<file path="src/rtl/mmf_pkg.sv">
// ----------------------------------------------------------------------------
// mmf_pkg
// Shared constants and types of the MIDI message filter.
// ----------------------------------------------------------------------------
package mmf_pkg;

    localparam int STORE_DEPTH  = 64;
    localparam int ADDR_W       = 6;
    localparam int CNT_W        = 7;
    localparam int SYSEX_MAX_DEF = 64;

    localparam logic [7:0] ST_SYSEX     = 8'hF0;
    localparam logic [7:0] ST_EOX       = 8'hF7;
    localparam logic [7:0] ST_MTC       = 8'hF1;
    localparam logic [7:0] ST_SONG_POS  = 8'hF2;
    localparam logic [7:0] ST_SONG_SEL  = 8'hF3;
    localparam logic [7:0] ST_CLOCK     = 8'hF8;
    localparam logic [7:0] ST_START     = 8'hFA;
    localparam logic [7:0] ST_STOP      = 8'hFC;

    localparam logic [3:0] HI_NOTE_OFF  = 4'h8;
    localparam logic [3:0] HI_NOTE_ON   = 4'h9;
    localparam logic [3:0] HI_CTRL      = 4'hB;
    localparam logic [3:0] HI_PROG      = 4'hC;
    localparam logic [3:0] HI_SYSTEM    = 4'hF;

    localparam logic [1:0] TIMING_NONE  = 2'd0;
    localparam logic [1:0] TIMING_CLOCK = 2'd1;
    localparam logic [1:0] TIMING_START = 2'd2;
    localparam logic [1:0] TIMING_STOP  = 2'd3;

    localparam logic [1:0] LEN_NONE  = 2'd0;
    localparam logic [1:0] LEN_TWO   = 2'd2;
    localparam logic [1:0] LEN_THREE = 2'd3;

    typedef struct packed {
        logic             valid;
        logic             single;
        logic [CNT_W-1:0] len;
        logic             note_on;
        logic [7:0]       data;
        logic [7:0]       key;
        logic [7:0]       vel;
        logic [1:0]       timing;
    } t_emit_req;

endpackage

</file>
<file path="src/rtl/midi_message_filter.sv">
// ----------------------------------------------------------------------------
// midi_message_filter
// Byte-serial MIDI filter that forwards complete messages as byte runs.
// ----------------------------------------------------------------------------
// Received MIDI bytes enter on the s_axis channel, one byte per transaction.
// Bytes of a message in progress are written to a 64-entry message store.
// When a message completes, it leaves on the m_axis channel as a run of
// transactions, one byte each, with tlast on its final byte. The note on
// flag, key and velocity ride on the final byte of a note on, and realtime
// clock, start and stop bytes leave at once with a timing code in tuser.
// A byte that does not complete a message leaves the input ready for the next
// byte. A byte that completes a message is followed by its readout: the
// request is registered and handed over, then each byte is read from the store,
// loaded and output, and the next byte is taken only when the readout is done.
// A clock, start or stop byte skips the store: its transaction goes from the
// request register straight into the output register, and the next byte is
// taken once it has left. The store's single read port paces the readout.
// While the receiver holds m_axis_tready low, the output register holds its
// transaction and no new input byte is taken. Synchronous reset returns the
// parser to idle and empties the output register; the store keeps its
// contents, and no entry is read before it is written.
// ----------------------------------------------------------------------------
module midi_message_filter #(
    parameter int SYSEX_MAX = mmf_pkg::SYSEX_MAX_DEF
) (
    input  logic        i_clk,
    input  logic        i_rst_n,
    input  logic        s_axis_tvalid,
    output logic        s_axis_tready,
    input  logic [7:0]  s_axis_tdata,   // [7:0] data_byte
    output logic        m_axis_tvalid,
    input  logic        m_axis_tready,
    output logic [23:0] m_axis_tdata,   // [7:0] out_byte, [15:8] note_key,
                                        // [23:16] note_velocity
    output logic        m_axis_tlast,
    output logic [2:0]  m_axis_tuser    // [0] note_on_event, [2:1] timing_event
);

    mmf_pkg::t_emit_req        req;
    logic                      busy;
    logic                      wr_en;
    logic [mmf_pkg::ADDR_W-1:0] wr_addr;
    logic [7:0]                wr_data;
    logic [mmf_pkg::ADDR_W-1:0] rd_addr;
    logic [7:0]                rd_data;
    logic [7:0]                out_byte;
    logic                      note_on;
    logic [7:0]                note_key;
    logic [7:0]                note_vel;
    logic [1:0]                timing;

    mmf_collect #(
        .SYSEX_MAX(SYSEX_MAX)
    ) u_collect (
        .i_clk    (i_clk),
        .i_rst_n  (i_rst_n),
        .i_valid  (s_axis_tvalid),
        .o_ready  (s_axis_tready),
        .i_data   (s_axis_tdata),
        .i_busy   (busy),
        .o_req    (req),
        .o_wr_en  (wr_en),
        .o_wr_addr(wr_addr),
        .o_wr_data(wr_data)
    );

    mmf_ram #(
        .WIDTH(8),
        .DEPTH(mmf_pkg::STORE_DEPTH)
    ) u_store (
        .i_clk    (i_clk),
        .i_wr_en  (wr_en),
        .i_wr_addr(wr_addr),
        .i_wr_data(wr_data),
        .i_rd_addr(rd_addr),
        .o_rd_data(rd_data)
    );

    mmf_emit u_emit (
        .i_clk    (i_clk),
        .i_rst_n  (i_rst_n),
        .i_req    (req),
        .o_busy   (busy),
        .o_rd_addr(rd_addr),
        .i_rd_data(rd_data),
        .o_valid  (m_axis_tvalid),
        .i_ready  (m_axis_tready),
        .o_data   (out_byte),
        .o_last   (m_axis_tlast),
        .o_note_on(note_on),
        .o_key    (note_key),
        .o_vel    (note_vel),
        .o_timing (timing)
    );

    assign m_axis_tdata = {note_vel, note_key, out_byte};
    assign m_axis_tuser = {timing, note_on};

    a_no_input_during_readout: assert property (@(posedge i_clk) disable iff (!i_rst_n)
        busy |-> !s_axis_tready)
        else $error("input taken during message readout");

    a_output_only_when_busy: assert property (@(posedge i_clk) disable iff (!i_rst_n)
        m_axis_tvalid |-> busy)
        else $error("output valid while readout idle");

    a_note_on_on_last: assert property (@(posedge i_clk) disable iff (!i_rst_n)
        (m_axis_tvalid && m_axis_tuser[0]) |-> m_axis_tlast)
        else $error("note on flag away from final byte");

    a_timing_single: assert property (@(posedge i_clk) disable iff (!i_rst_n)
        (m_axis_tvalid && (m_axis_tuser[2:1] != mmf_pkg::TIMING_NONE))
            |-> (m_axis_tlast && !m_axis_tuser[0]))
        else $error("timing event on a multi-byte message");

endmodule

</file>
<file path="src/rtl/mmf_ram.sv">
// ----------------------------------------------------------------------------
// mmf_ram
// Generic single-port-write, single-port-read RAM with registered read data.
// ----------------------------------------------------------------------------
module mmf_ram #(
    parameter int WIDTH = 8,
    parameter int DEPTH = 64
) (
    input  logic                     i_clk,
    input  logic                     i_wr_en,
    input  logic [$clog2(DEPTH)-1:0] i_wr_addr,
    input  logic [WIDTH-1:0]         i_wr_data,
    input  logic [$clog2(DEPTH)-1:0] i_rd_addr,
    output logic [WIDTH-1:0]         o_rd_data
);

    logic [WIDTH-1:0] r_mem [DEPTH];
    logic [WIDTH-1:0] r_rd_data;

    always_ff @(posedge i_clk) begin
        if (i_wr_en) begin
            r_mem[i_wr_addr] <= i_wr_data;
        end
        r_rd_data <= r_mem[i_rd_addr];
    end

    assign o_rd_data = r_rd_data;

endmodule

</file>
<file path="src/rtl/mmf_collect.sv">
// ----------------------------------------------------------------------------
// mmf_collect
// Parses incoming bytes, writes message bytes to the store and requests
// readout of each complete message.
// ----------------------------------------------------------------------------
module mmf_collect #(
    parameter int SYSEX_MAX = mmf_pkg::SYSEX_MAX_DEF
) (
    input  logic                       i_clk,
    input  logic                       i_rst_n,
    input  logic                       i_valid,
    output logic                       o_ready,
    input  logic [7:0]                 i_data,
    input  logic                       i_busy,
    output mmf_pkg::t_emit_req         o_req,
    output logic                       o_wr_en,
    output logic [mmf_pkg::ADDR_W-1:0] o_wr_addr,
    output logic [7:0]                 o_wr_data
);

    localparam int LIMIT_I = (SYSEX_MAX > mmf_pkg::STORE_DEPTH) ?
                             mmf_pkg::STORE_DEPTH : SYSEX_MAX;
    localparam logic [mmf_pkg::CNT_W-1:0] LIMIT = mmf_pkg::CNT_W'(LIMIT_I);

    logic [mmf_pkg::CNT_W-1:0] r_count, n_count;
    logic [1:0]                r_exp, n_exp;
    logic                      r_sysex, n_sysex;
    logic                      r_note, n_note;
    logic [7:0]                r_key, n_key;
    mmf_pkg::t_emit_req        r_req, n_req;
    logic                      accept;
    logic [mmf_pkg::CNT_W-1:0] next_len;
    logic [3:0]                hi;

    assign o_ready  = !r_req.valid && !i_busy;
    assign accept   = i_valid && o_ready;
    assign next_len = r_count + mmf_pkg::CNT_W'(1);
    assign hi       = i_data[7:4];
    assign o_req    = r_req;

    always_comb begin
        n_count   = r_count;
        n_exp     = r_exp;
        n_sysex   = r_sysex;
        n_note    = r_note;
        n_key     = r_key;
        n_req     = '0;
        o_wr_en   = 1'b0;
        o_wr_addr = r_count[mmf_pkg::ADDR_W-1:0];
        o_wr_data = i_data;
        if (accept) begin
            if (r_sysex) begin
                if (i_data == mmf_pkg::ST_EOX) begin
                    n_req.valid = 1'b1;
                    n_req.len   = r_count;
                    n_count     = '0;
                    n_sysex     = 1'b0;
                end else if (r_count >= LIMIT) begin
                    n_count = '0;
                    n_sysex = 1'b0;
                end else begin
                    o_wr_en = 1'b1;
                    n_count = next_len;
                end
            end else if (r_count != '0) begin
                o_wr_en = 1'b1;
                if (r_count == mmf_pkg::CNT_W'(1)) begin
                    n_key = i_data;
                end
                if (next_len >= mmf_pkg::CNT_W'(r_exp)) begin
                    n_req.valid   = 1'b1;
                    n_req.len     = next_len;
                    n_req.note_on = r_note;
                    n_req.key     = (r_count == mmf_pkg::CNT_W'(1)) ? i_data : r_key;
                    n_req.vel     = i_data;
                    n_count       = '0;
                    n_exp         = mmf_pkg::LEN_NONE;
                end else begin
                    n_count = next_len;
                end
            end else begin
                o_wr_addr = '0;
                n_note    = (hi == mmf_pkg::HI_NOTE_ON);
                case (hi)
                    mmf_pkg::HI_NOTE_OFF, mmf_pkg::HI_NOTE_ON, mmf_pkg::HI_CTRL: begin
                        o_wr_en = 1'b1;
                        n_count = mmf_pkg::CNT_W'(1);
                        n_exp   = mmf_pkg::LEN_THREE;
                    end
                    mmf_pkg::HI_PROG: begin
                        o_wr_en = 1'b1;
                        n_count = mmf_pkg::CNT_W'(1);
                        n_exp   = mmf_pkg::LEN_TWO;
                    end
                    mmf_pkg::HI_SYSTEM: begin
                        case (i_data)
                            mmf_pkg::ST_SYSEX: begin
                                o_wr_en = 1'b1;
                                n_count = mmf_pkg::CNT_W'(1);
                                n_sysex = 1'b1;
                            end
                            mmf_pkg::ST_MTC, mmf_pkg::ST_SONG_SEL: begin
                                o_wr_en = 1'b1;
                                n_count = mmf_pkg::CNT_W'(1);
                                n_exp   = mmf_pkg::LEN_TWO;
                            end
                            mmf_pkg::ST_SONG_POS: begin
                                o_wr_en = 1'b1;
                                n_count = mmf_pkg::CNT_W'(1);
                                n_exp   = mmf_pkg::LEN_THREE;
                            end
                            mmf_pkg::ST_CLOCK: begin
                                n_req.valid  = 1'b1;
                                n_req.single = 1'b1;
                                n_req.len    = mmf_pkg::CNT_W'(1);
                                n_req.data   = i_data;
                                n_req.timing = mmf_pkg::TIMING_CLOCK;
                            end
                            mmf_pkg::ST_START: begin
                                n_req.valid  = 1'b1;
                                n_req.single = 1'b1;
                                n_req.len    = mmf_pkg::CNT_W'(1);
                                n_req.data   = i_data;
                                n_req.timing = mmf_pkg::TIMING_START;
                            end
                            mmf_pkg::ST_STOP: begin
                                n_req.valid  = 1'b1;
                                n_req.single = 1'b1;
                                n_req.len    = mmf_pkg::CNT_W'(1);
                                n_req.data   = i_data;
                                n_req.timing = mmf_pkg::TIMING_STOP;
                            end
                            default: begin
                            end
                        endcase
                    end
                    default: begin
                    end
                endcase
            end
        end
    end

    always_ff @(posedge i_clk) begin
        if (!i_rst_n) begin
            r_count <= '0;
            r_exp   <= mmf_pkg::LEN_NONE;
            r_sysex <= 1'b0;
            r_req   <= '0;
        end else begin
            r_count <= n_count;
            r_exp   <= n_exp;
            r_sysex <= n_sysex;
            r_req   <= n_req;
        end
        r_note <= n_note;
        r_key  <= n_key;
    end

endmodule

</file>
<file path="src/rtl/mmf_emit.sv">
// ----------------------------------------------------------------------------
// mmf_emit
// Reads a finished message out of the store and drives the output register.
// ----------------------------------------------------------------------------
module mmf_emit (
    input  logic                       i_clk,
    input  logic                       i_rst_n,
    input  mmf_pkg::t_emit_req         i_req,
    output logic                       o_busy,
    output logic [mmf_pkg::ADDR_W-1:0] o_rd_addr,
    input  logic [7:0]                 i_rd_data,
    output logic                       o_valid,
    input  logic                       i_ready,
    output logic [7:0]                 o_data,
    output logic                       o_last,
    output logic                       o_note_on,
    output logic [7:0]                 o_key,
    output logic [7:0]                 o_vel,
    output logic [1:0]                 o_timing
);

    typedef enum logic [1:0] {
        S_IDLE,
        S_READ,
        S_LOAD,
        S_OUT
    } t_state;

    t_state                    r_state;
    logic [mmf_pkg::CNT_W-1:0] r_idx;
    logic [mmf_pkg::CNT_W-1:0] r_len;
    logic                      r_note;
    logic [7:0]                r_key;
    logic [7:0]                r_vel;
    logic                      r_valid;
    logic [7:0]                r_data;
    logic                      r_last;
    logic                      r_note_on;
    logic [7:0]                r_key_out;
    logic [7:0]                r_vel_out;
    logic [1:0]                r_timing;
    logic                      is_last;

    assign is_last   = (r_idx == r_len - mmf_pkg::CNT_W'(1));
    assign o_busy    = (r_state != S_IDLE);
    assign o_rd_addr = r_idx[mmf_pkg::ADDR_W-1:0];
    assign o_valid   = r_valid;
    assign o_data    = r_data;
    assign o_last    = r_last;
    assign o_note_on = r_note_on;
    assign o_key     = r_key_out;
    assign o_vel     = r_vel_out;
    assign o_timing  = r_timing;

    always_ff @(posedge i_clk) begin
        if (!i_rst_n) begin
            r_state <= S_IDLE;
            r_valid <= 1'b0;
        end else begin
            case (r_state)
                S_IDLE: begin
                    if (i_req.valid) begin
                        r_idx  <= '0;
                        r_len  <= i_req.len;
                        r_note <= i_req.note_on;
                        r_key  <= i_req.key;
                        r_vel  <= i_req.vel;
                        if (i_req.single) begin
                            r_data    <= i_req.data;
                            r_last    <= 1'b1;
                            r_note_on <= 1'b0;
                            r_key_out <= '0;
                            r_vel_out <= '0;
                            r_timing  <= i_req.timing;
                            r_valid   <= 1'b1;
                            r_state   <= S_OUT;
                        end else begin
                            r_state <= S_READ;
                        end
                    end
                end
                S_READ: begin
                    r_state <= S_LOAD;
                end
                S_LOAD: begin
                    r_data    <= i_rd_data;
                    r_last    <= is_last;
                    r_note_on <= is_last && r_note;
                    r_key_out <= (is_last && r_note) ? r_key : 8'd0;
                    r_vel_out <= (is_last && r_note) ? r_vel : 8'd0;
                    r_timing  <= mmf_pkg::TIMING_NONE;
                    r_valid   <= 1'b1;
                    r_state   <= S_OUT;
                end
                S_OUT: begin
                    if (i_ready) begin
                        r_valid <= 1'b0;
                        if (r_last) begin
                            r_state <= S_IDLE;
                        end else begin
                            r_idx   <= r_idx + mmf_pkg::CNT_W'(1);
                            r_state <= S_READ;
                        end
                    end
                end
                default: begin
                    r_state <= S_IDLE;
                end
            endcase
        end
    end

endmodule

</file>
<file path="config.mk">
export PLATFORM = sky130hd
export DESIGN_NAME = midi_message_filter
export DESIGN_NICKNAME = d
export VERILOG_FILES = /design/src/rtl/mmf_pkg.sv /design/src/rtl/midi_message_filter.sv /design/src/rtl/mmf_ram.sv /design/src/rtl/mmf_collect.sv /design/src/rtl/mmf_emit.sv
export SDC_FILE = /design/constraint.sdc
export NUM_CORES = 1
export LEC_CHECK = 0
export ABC_AREA = 1
export BUFFER_PORTS_ARGS = -buffer_cell sky130_fd_sc_hd__buf_2
export CAP_MARGIN = 30
export CORE_AREA = 2 2 278 280
export CTS_CLUSTER_DIAMETER = 80
export DETAILED_ROUTE_END_ITERATION = 8
export DIE_AREA = 0 0 280 282
export GPL_TIMING_DRIVEN = 0
export PLACE_DENSITY_LB_ADDON = 0.12
export SLEW_MARGIN = 40
export SYNTH_ARGS = -nofsm -noshare
export SYNTH_HDL_FRONTEND = slang
export SYNTH_SLANG_ARGS = --single-unit
</file>
<file path="constraint.sdc">
create_clock -name i_clk -period 5.4 [get_ports i_clk]
set_input_delay 0.27 -clock i_clk [delete_from_list [all_inputs] [get_ports i_clk]]
set_output_delay 0.27 -clock i_clk [all_outputs]
set_load 0.02 [all_outputs]
</file>
Yosys cells after proc, flatten, opt, wreduce, memory -nomap -nowiden --
Memories as Yosys holds them, arrays and structs flattened. A register that Yosys moved wholly into a read port is not among the register bits. Index checks and enable logic that the tools add are counted.
Operators by class: div/mod/pow operators 0, equal/unequal tests 25, order comparisons 2, shift-type cells 0, multipliers 0, add/subtract/negate cells 3, bitwise logic cells 7, muxes and demuxes 68, reductions and logical operators 31
Operators with widths (count):
- two-way mux 7 bit | 12
- equality test 8 bit, second input constant | 8
- two-way mux 8 bit | 8
- one-hot mux 8 bit (2 select lines) | 3
- one-hot mux 7 bit (2 select lines) | 2
- two-way mux 1 bit | 22
- equality test 4 bit, second input constant | 5
- two-way mux 6 bit | 3
- two-way mux 9 bit | 2
- adder 7 x 1 -> 7 bit, second input constant | 2
- two-way mux 2 bit | 7
- one-hot mux 2 bit (3 select lines) | 2
- AND reduction 3 bit | 4
- inequality test 2 bit, second input constant | 5
- AND reduction 5 bit | 2
- OR reduction 5 bit | 2
- one-hot mux 2 bit (2 select lines) | 2
- one-hot mux 2 bit (4 select lines) | 1
- AND reduction 4 bit | 2
- nonzero test 4 bit | 2
- OR reduction 4 bit | 2
- equality test 7 x 1 -> 1 bit, second input constant | 1
- equality test 7 bit | 1
- greater-or-equal comparator 7 x 2 -> 1 bit | 1
- 19 further kinds | 35
Word-level totals: bits in latches 0, bits in registers 117, output and inout port bits 30, memories kept 1, memory bits (writable) 512, input port bits 12, ROM bits 0
Memory list:
- u_store.r_mem | words 64, width 8, rd ports 1, clocked after Yosys merged registers in 1, wr ports 1, RTL line mmf_ram.sv:17 | logic [WIDTH-1:0] r_mem [DEPTH];

Longest topological paths before layout --
Gate-level depths: netlist of the first run.
depth in word-level cells 9, depth in mapped cells 15, gate-level depth less buffers 14

Hierarchy --
From an unflattened synthesis of the first run, not the netlist that was laid out.
Second synthesis, totals: cells, all modules 2359, area total of the unflattened synthesis 26559.2 µm²
By module, submodules not included:
- mmf_ram | instances 1, cells an instance 1822, area each 21291.7 µm²
- mmf_emit | instances 1, cells an instance 239, area each 2718.9 µm²
- mmf_collect | instances 1, cells an instance 297, area each 2541.2 µm²
- midi_message_filter | instances 1, cells an instance 1, area each 7.5 µm²

Worst setup path before layout of the first run --
Ideal clock, no wire load.
path type reg-to-reg, start point register u_emit.r_state[0], end point register u_emit.r_data[0], in the netlist u_emit.o_data[0], enable pin, arrival time 2.992 ns, clock period less this slack 3.448 ns, setup slack 1.952 ns, stages on the path, launching flop included 6, path through dfxtp_1 > inv_1 > ha_1 > inv_2 > nor2_1 > a211oi_1
Between the ends: cells in the longest elaborated chain, start to end 3, elaborated cells on any way between the ends 6
RTL lines:
- start, declared | RTL line mmf_emit.sv:29 | t_state r_state;
- start signal, assigned | RTL line mmf_emit.sv:57 | r_state <= S_IDLE;
- start signal, assigned | RTL line mmf_emit.sv:76 | r_state <= S_OUT;
- start signal, assigned | RTL line mmf_emit.sv:78 | r_state <= S_READ;
- equality test 2 bit / logical NOT 2 bit (equally long branches) | RTL line mmf_emit.sv:60 | case (r_state)
- nonzero test 2 bit (no source line) / inequality test 2 bit (equally long branches)
- AND reduction 4 bit (no source line) *
- end signal, assigned | RTL line mmf_emit.sv:69 | r_data <= i_req.data;
- end signal, assigned | RTL line mmf_emit.sv:86 | r_data <= i_rd_data;
- end, declared | RTL line mmf_emit.sv:36 | logic [7:0] r_data;
Mark *: on every way between the ends. The rest lies on a longest branch, timed or not. A chain may end at the register's enable or synchronous reset.

Worst setup path after layout of the first run --
start point register u_collect.r_count[0] (netlist name), end point memory u_store.r_mem[48][6], enable pin
Between the ends: cells in the longest elaborated chain, start to end 7, elaborated cells on any way between the ends 12
RTL lines:
- start, declared | RTL line mmf_collect.sv:25 | logic [mmf_pkg::CNT_W-1:0] r_count, n_count;
- start signal, assigned | RTL line mmf_collect.sv:151 | r_count <= n_count;
- greater-or-equal comparator 7 bit | RTL line mmf_collect.sv:58 | end else if (r_count >= LIMIT) begin
- two-way mux 1 bit | RTL line mmf_collect.sv:58
- two-way mux 1 bit | RTL line mmf_collect.sv:53 | if (i_data == mmf_pkg::ST_EOX) begin
- two-way mux 1 bit | RTL line mmf_collect.sv:52 | if (r_sysex) begin
- two-way mux 1 bit | RTL line mmf_collect.sv:51 | if (accept) begin
- two-way mux 1 bit | RTL line mmf_ram.sv:21 | if (i_wr_en) begin
- two-way mux 1 bit (implied by the code) | RTL line mmf_ram.sv:22 | r_mem[i_wr_addr] <= i_wr_data;
- end, declared | RTL line mmf_ram.sv:17
Parallel ways exist; a longest one is shown, timed or not.

==> results of run 1 <==
[layer usage]
metal / global-route usage [%] / wire (um) / share of wire [%] / vias up
met5: 0 / 0 / 0 / -
met4: 6.047 / 1869 / 2.3 / 0
met3: 2.577 / 4566 / 5.5 / 104
met2: 34.70 / 39440 / 48 / 561
met1: 28.73 / 36430 / 44 / 8799
li1: - / - / - / 7818
[cells in the mapped netlist, drive strengths merged, types with 11 or more instances]
cell type and count:
nor3 11, a21oi 55, nand3 67, o221ai 32
edfxtp 580, o21ai 253, nand2 303, dfxtp 57
buf 38, a21boi 32, nor2 390, ha 11
o22ai 58, o211ai 24, clkbuf 75, inv 94
[final cells by class]
cell class | count | share of cell area, %
clock buffers | 87 | 6.247
flip-flops and latches | 637 | 62.39
clock inverters | 42 | 1.434
repair buffers | 55 | 1.716
plain buffers | 113 | 1.624
well taps | 978 | 4.114
inverters | 98 | 1.237
multi-input cells | 1268 | 21.24
[per-stage QoR]
| step | hold slack [ns] | power [uW] | cell area, um2 |
|---|---|---|---|
| final | 0.03655 | 13480 | 29740 |
| after global routing | 0.02933 | 14010 | 29740 |
| after CTS | 0.01327 | 13550 | 29690 |
| after detailed placement | 0.3887 | 8738 | 27360 |
| after global placement | 0.3889 | 8691 | 27020 |
| after floorplan | 0.3689 | 7443 | 25590 |
[what timing repair did]
action / in CTS / in global routing
endpoints found under the hold margin: 35 / 0
hold buffers: 4 / 0
setup endpoints to repair: 0 / 0
[critical path, stage by stage (launching register included)]
cell and delay [ns]:
dfxtp_1 0.34, buf_2 0.19, inv_1 0.17, ha_1 0.17, nand2_1 0.08, nor2_4 0.20, inv_2 0.11, nor2_2 0.24
inv_2 0.07, nand2_1 0.12, nand3_1 0.65, nor2_2 0.84
[sequential cells by signal, indices dropped and copies added, names as in the netlist, 7 cells and up]
| name | cells |
|---|---|
| u_collect.o_req | 36 |
| u_emit.r_len | 7 |
| u_store.r_mem | 512 |
| u_emit.o_vel | 8 |
| u_store.o_rd_data | 8 |
| u_emit.r_vel | 8 |
| u_emit.r_idx | 7 |
| u_emit.r_key | 8 |
| u_emit.o_key | 8 |
| u_collect.r_key | 8 |
| u_collect.r_count | 7 |
| u_emit.o_data | 8 |
[final timing paths]
kind / start / end / slack, ns / depth (start not counted)
worst min register to register: u_collect.o_req[9]$_SDFF_PP0_ / u_emit.r_vel[7]$_DFFE_PP_ / 0.39 / 0
worst min-delay path: s_axis_tdata[4] / u_store.r_mem[35][4]$_DFFE_PP_ / 0.04 / 1
worst max register to register: u_collect.r_count[0]$_SDFFE_PN0P_ / u_store.r_mem[48][6]$_DFFE_PP_ / 1.82 / 11
worst max-delay path: u_collect.r_count[0]$_SDFFE_PN0P_ / u_store.r_mem[48][6]$_DFFE_PP_ / 1.82 / 11
[power groups by stage]
stage / Sequential, uW / Clock (uW) / Combinational, uW
3_5_place_dp: 5840 / 0 / 2900
4_1_cts: 5740 / 4900 / 2910
3_3_place_gp: 5840 / 0 / 2850
5_1_grt: 5750 / 5090 / 3180
2_1_floorplan: 5800 / 0 / 1640
6_report: 5730 / 4820 / 2930
[placed cells by master (no fill, tap or decap), types with 8 or more instances in the layout]
cell / synthesis / layout
clkbuf_16: 0 / 72
nand2_1: 300 / 300
buf_2: 30 / 62
clkbuf_1: 75 / 88
edfxtp_1: 580 / 580
inv_1: 87 / 87
nor2_2: 1 / 41
a21oi_1: 54 / 53
nor2_1: 384 / 343
o211ai_1: 24 / 24
nor3_1: 10 / 10
clkinv_2: 0 / 15
o22ai_1: 57 / 57
o21ai_0: 251 / 251
dfxtp_1: 57 / 57
o221ai_1: 32 / 32
nand3_1: 56 / 55
a21boi_0: 32 / 32
clkinv_1: 4 / 15
ha_1: 11 / 11
nand3_4: 8 / 8
[cell families (layout without fill, tap and decap cells)]
group                      Yosys count  count (layout)  synth area share, %
adders and majority gates           11              11               0.5377
other                                1               1              0.01465
buffers and inverters              211             395                3.314
and+or+nand+nor                    782             782                12.72
DFF                                637             637                72.51
xor gates and xnor gates            11              11               0.3764
AOI/OAI and AO/OA                  463             463                10.53
==> metrics, run 1 <==
# diodes=0; kind of start point of the critical path=register; synthesized area per cell=approximately 12 um2; Core Util, Final=roughly two fifths; worst hold path class=input pin to register; via count=17,282; Net Sw Frac=32.34%; CTS Sinks=approximately 640; buffers inserted by post-CTS timing repair=0; register share of total power=between 40% and 50%; Req. time, crit path=around 5.6 ns; Async S/R FF share, synth=0%; clk buf depth=3; Max-slew headroom=between 40% and 50%; Clock Tree Root=clkbuf_16; DR DRC count=0; Clock Power Share=a little over a third; post_cts resized=0; period utilisation layout=66.23%; GRT overflow=0; DRT iter0 DRCs=about 1,900; clock latency on the worst-skew pair=about 0.62 ns; LEAKAGE=a little over 0.01 uW; GRT Overall Usage=approximately a fifth; Synth top area share=around two thirds; CTS clk-pin slew, worst paths=approximately 0.06 ns; Critical Path End Type=register; # fillers=7,200; Synth cell types=47; area of the multi-input gates=approximately 6300 um2; TritonCTS clock tree=yes; setup TNS=0 ns; yosys warns=0; syn_nets=roughly 2,100; core area=between 70,000 and 80,000 um2; DIE WIDTH=about 280 um; worst-case vdd ir drop=approximately 0.22 mV; Seq/Total Area, Yosys=about 73%; top fanout value on the critical path=8; vias in the first global route=around 17,000; Final Non-Filler Cells=approximately 3,300; critical path class=register to register; RSZ-0062 raised after global routing=false; Data arrival, critical path=3.81 ns; largest net degree at the start of global routing=57; IO buf count=40; Slew @ Worst Pin=0.8972 ns; post-synth top area cell=edfxtp_1; count of max-cap constraint violations=0; CTS Buf Count=a little over 70; H-tree depth=3; Synth Register Bits=roughly 640; achievable frequency=0.2796 GHz; # rows=a little over 100; Detailed Place HPWL=55,910 um; first-pass GRT wire length=118,200 um; Setup Skew=about 0.019 ns; Syn-to-layout area delta=16.22%; combinational share of power=between 20 and 25%; pre-CTS setup slack=around 1.8 ns; Final Hold Viols=0; setup ws final=1.824 ns; P per Cell Area=about 450 nW/um2; Final #Nets=2,268; mapped cell area=about 26,000 um2; final WL=~80,000 um; status=finished clean; height of the die=approximately 280 um; final RePlAce weighted congestion=0.8872; die area=between 70,000 and 80,000 um2; Psw=4359 uW; initial antenna violation count=0; clock period minus final worst setup slack=3.576 ns; Most used DFF post-synth=edfxtp_1; Wirelength per Cell=25.11 um; number of iterations in the first detailed-routing pass=6; Slew Limit Fails=0; initial core utilization=about 34%; post-route antenna net violation count=0; Setup-failing EPs final=0; EDFF count, synth=a little under 600; vias per inst=approximately 5.3; dpl cells=~3,100; Post-Syn Instances=between 2,000 and 2,500; synth top area cells=edfxtp_1, nor2_1, o21ai_0; internal power=between 9000 and 10,000 uW; I/O pin cnt=between 40 and 50; layout cells sized above 1=11.57%; area occupied by registers=~19,000 um2
Note: power is estimated with default switching activity, not from simulation.
==> run 2: changes to the inputs <==
Settings changed: ABC_AREA 1 to 0, CORE_AREA 2 2 278 280 to 2 2 274 276, DIE_AREA 0 0 280 282 to 0 0 276 278.
Clock period 5.4 ns to 3.4 ns, I/O delays scaled along.
==> metrics, run 2 <==
status=finished with violations; failing checks=design-rule violations; Core Util, Final=39.84% (+0.54 points); initial antenna violation count=3 (+3); GRT Overall Usage=18.45% (-2.4 points); Most used DFF post-synth=edfxtp_1; vias in the first global route=13,664 (-19%); DIE WIDTH=276 um (-1.4%); Top reg by flops=u_store.r_mem; clock period minus final worst setup slack=3.325 ns (-0.2516 ns); placed instance area=26,660 um2 (-2.6%); LEAKAGE=0.009285 uW (-8.0%); period utilisation layout=97.79% (+32 points); P per Cell Area=614.9 nW/um2 (+36%); Slew Limit Fails=0 (unchanged); Slew @ Worst Pin=0.8923 ns (-0.004979 ns); synth top area cells=edfxtp_1, mux4_2, dfxtp_1; Psw=4403 uW (+1.0%); Synth top area share=69.87% (+1.8 points); # diodes=0 (unchanged); count leader, synth=edfxtp_1; max reg flops=512 (unchanged); Net Sw Frac=24.35% (-8.0 points); Commonest cells post-synth=edfxtp_1, nor2_1, mux4_2, dfxtp_1, nand2_1; synthesized area per cell=18.13 um2 (+50%); Synth cell types=69 (+47%); Seq/Total Area, Yosys=74.45% (+1.9 points); register share of total power=48.1% (+5.6 points); Clock Tree Root=clkbuf_16; Async S/R FF share, synth=0% (unchanged); Final #Nets=1,536 (-32%); H-tree depth=3 (unchanged); Setup-failing EPs final=0 (unchanged); Wirelength per Cell=27.90 um (+11%); post-synth top area cell=edfxtp_1; # rows=100 (-0.99%); DR DRC count=7 (+7); layout cells sized above 1=26.90% (+15 points); IO buf count=41 (+2.5%); Clock Power Share=41.6% (+5.9 points); kind of start point of the critical path=register; first-pass GRT wire length=100,800 um (-15%); achievable frequency=0.3008 GHz (+7.6%); critical path class=register to register; top fanout value on the critical path=10 (+2); Detailed Place HPWL=45,380 um (-19%); clock latency on the worst-skew pair=0.62 ns (about the same); vias per inst=5.336 (+1.2%); initial core utilization=33.77% (-0.044 points); core area=73,820 um2 (-2.5%); post-route antenna net violation count=0 (unchanged); EDFF count, synth=580 (unchanged); DRT iter0 DRCs=1,321 (-30%); Synth Register Bits=637 (unchanged); final WL=70,820 um (-14%); largest net degree at the start of global routing=71 (+25%); commonest cells after routing, fill and taps aside=edfxtp_1, mux4_2, clkbuf_16, nor2_1, dfxtp_1; GRT overflow=0 (unchanged); count of max-cap constraint violations=0 (unchanged); Critical Path End Type=register; combinational share of power=10.4% (-11 points); Final Hold Viols=0 (unchanged); CTS clk-pin slew, worst paths=0.06 ns (about the same); CTS Buf Count=71 (-1.4%); clk buf depth=3 (unchanged); Req. time, crit path=3.81 ns (-1.82 ns); worst-case vdd ir drop=0.2931 mV (+32%); RSZ-0062 raised after global routing=false; Syn-to-layout area delta=17.98%; TritonCTS clock tree=yes; yosys warns=0 (unchanged); final RePlAce weighted congestion=0.8366 (-5.7%); leading cell type in the layout, fill and taps excluded=edfxtp_1; syn_nets=1,398 (-35%); via count=13,542 (-22%); Data arrival, critical path=3.73 ns (-0.08 ns); Setup Skew=0.02376 ns (+0.004818 ns); Final Instance Area=29,410 um2 (-1.1%); Post-Syn Instances=1,375 (-35%); I/O pin cnt=42 (unchanged); die area=76,730 um2 (-2.8%); mapped cell area=24,930 um2 (-2.6%); height of the die=278 um (-1.4%); number of iterations in the first detailed-routing pass=8 (+2); worst hold path class=input pin to register; Max-slew headroom=40.52% (+0.50 points); internal power=13,680 uW (+50%); CTS Sinks=637 (unchanged)
-- run 2: worst max-delay path: stages, from the launching register on --
cell,delay [ns]
edfxtp_1,0.43
buf_2,0.42
clkbuf_2,0.52
mux4_2,0.41
a22oi_1,0.35
nand2_1,0.20
a22oi_1,0.46
o221ai_1,0.32
-- run 2: worst paths after layout --
| check | start | end | slack (ns) | depth (start not counted) |
|---|---|---|---|---|
| max reg2reg | u_emit.r_idx[1]$_SDFFCE_PN0P_ | u_store.o_rd_data[0]$_DFF_P_ | 0.08 | 7 |
| max | u_emit.r_idx[1]$_SDFFCE_PN0P_ | u_store.o_rd_data[0]$_DFF_P_ | 0.08 | 7 |
| min | s_axis_tdata[4] | u_store.r_mem[17][4]$_DFFE_PP_ | 0.05 | 1 |
| min reg2reg | u_collect.o_req[2]$_SDFF_PP0_ | u_emit.r_vel[0]$_DFFE_PP_ | 0.40 | 0 |
-- run 2: area by class of cell --
type / instances / area [um2]
sequential: 637 / 18560
inverter: 26 / 97.59
clock buffer: 94 / 2019
tap: 969 / 1212
clock inverter: 35 / 261.5
buffer: 66 / 335.3
multi-input combinational: 646 / 6422
fill: 6726 / 44410
timing repair buffer: 65 / 503.0
-- run 2: logic make-up after synthesis --
family          synth area share, %
compound gates                5.346
xor+xnor                     0.3865
fa+ha+maj                    0.5521
buf+inv                       1.661
flops                         74.45
mux                           11.95
other cells                 0.01504
simple gates                  5.647
-- run 2: layer usage --
layer | track usage, % | share of wire, % | vias up
li1 | - | - | 5829
met1 | 25.74 | 45 | 7166
met2 | 29.67 | 47 | 454
met3 | 2.854 | 5.7 | 93
met4 | 6.067 | 2.6 | 0
met5 | 0 | 0 | -
-- run 2: power groups by stage --
stage | clock network, uW | registers (uW) | logic [uW]
3_5_place_dp | 0 | 8860 | 1820
5_1_grt | 7970 | 8700 | 1980
4_1_cts | 7670 | 8690 | 1850
2_1_floorplan | 0 | 8850 | 1000
3_3_place_gp | 0 | 8860 | 1780
6_report | 7520 | 8690 | 1870
-- run 2: timing repair --
action,in CTS,in global routing
setup buffers,6,3
resized for setup,49,23
endpoints found under the hold margin,36,16
hold buffers,3,1
endpoints found under the setup margin,516,493
pin swaps,3,1
-- run 2: per-stage QoR --
stage	total power [uW]	setup TNS, ns	hold WS (ns)	worst slack [ns]	cells
3_5_place_dp	10680	-212.92	0.3887	-0.7305	2395
5_1_grt	18650	0	0.06590	0.01907	2538
4_1_cts	18200	-3.407	0.1136	-0.1241	2533
6_report	18080	0	0.04583	0.07525	2538
2_1_floorplan	9847	0	0.2689	0.5689	1375
3_3_place_gp	10640	-465.49	0.3878	-1.113	2385
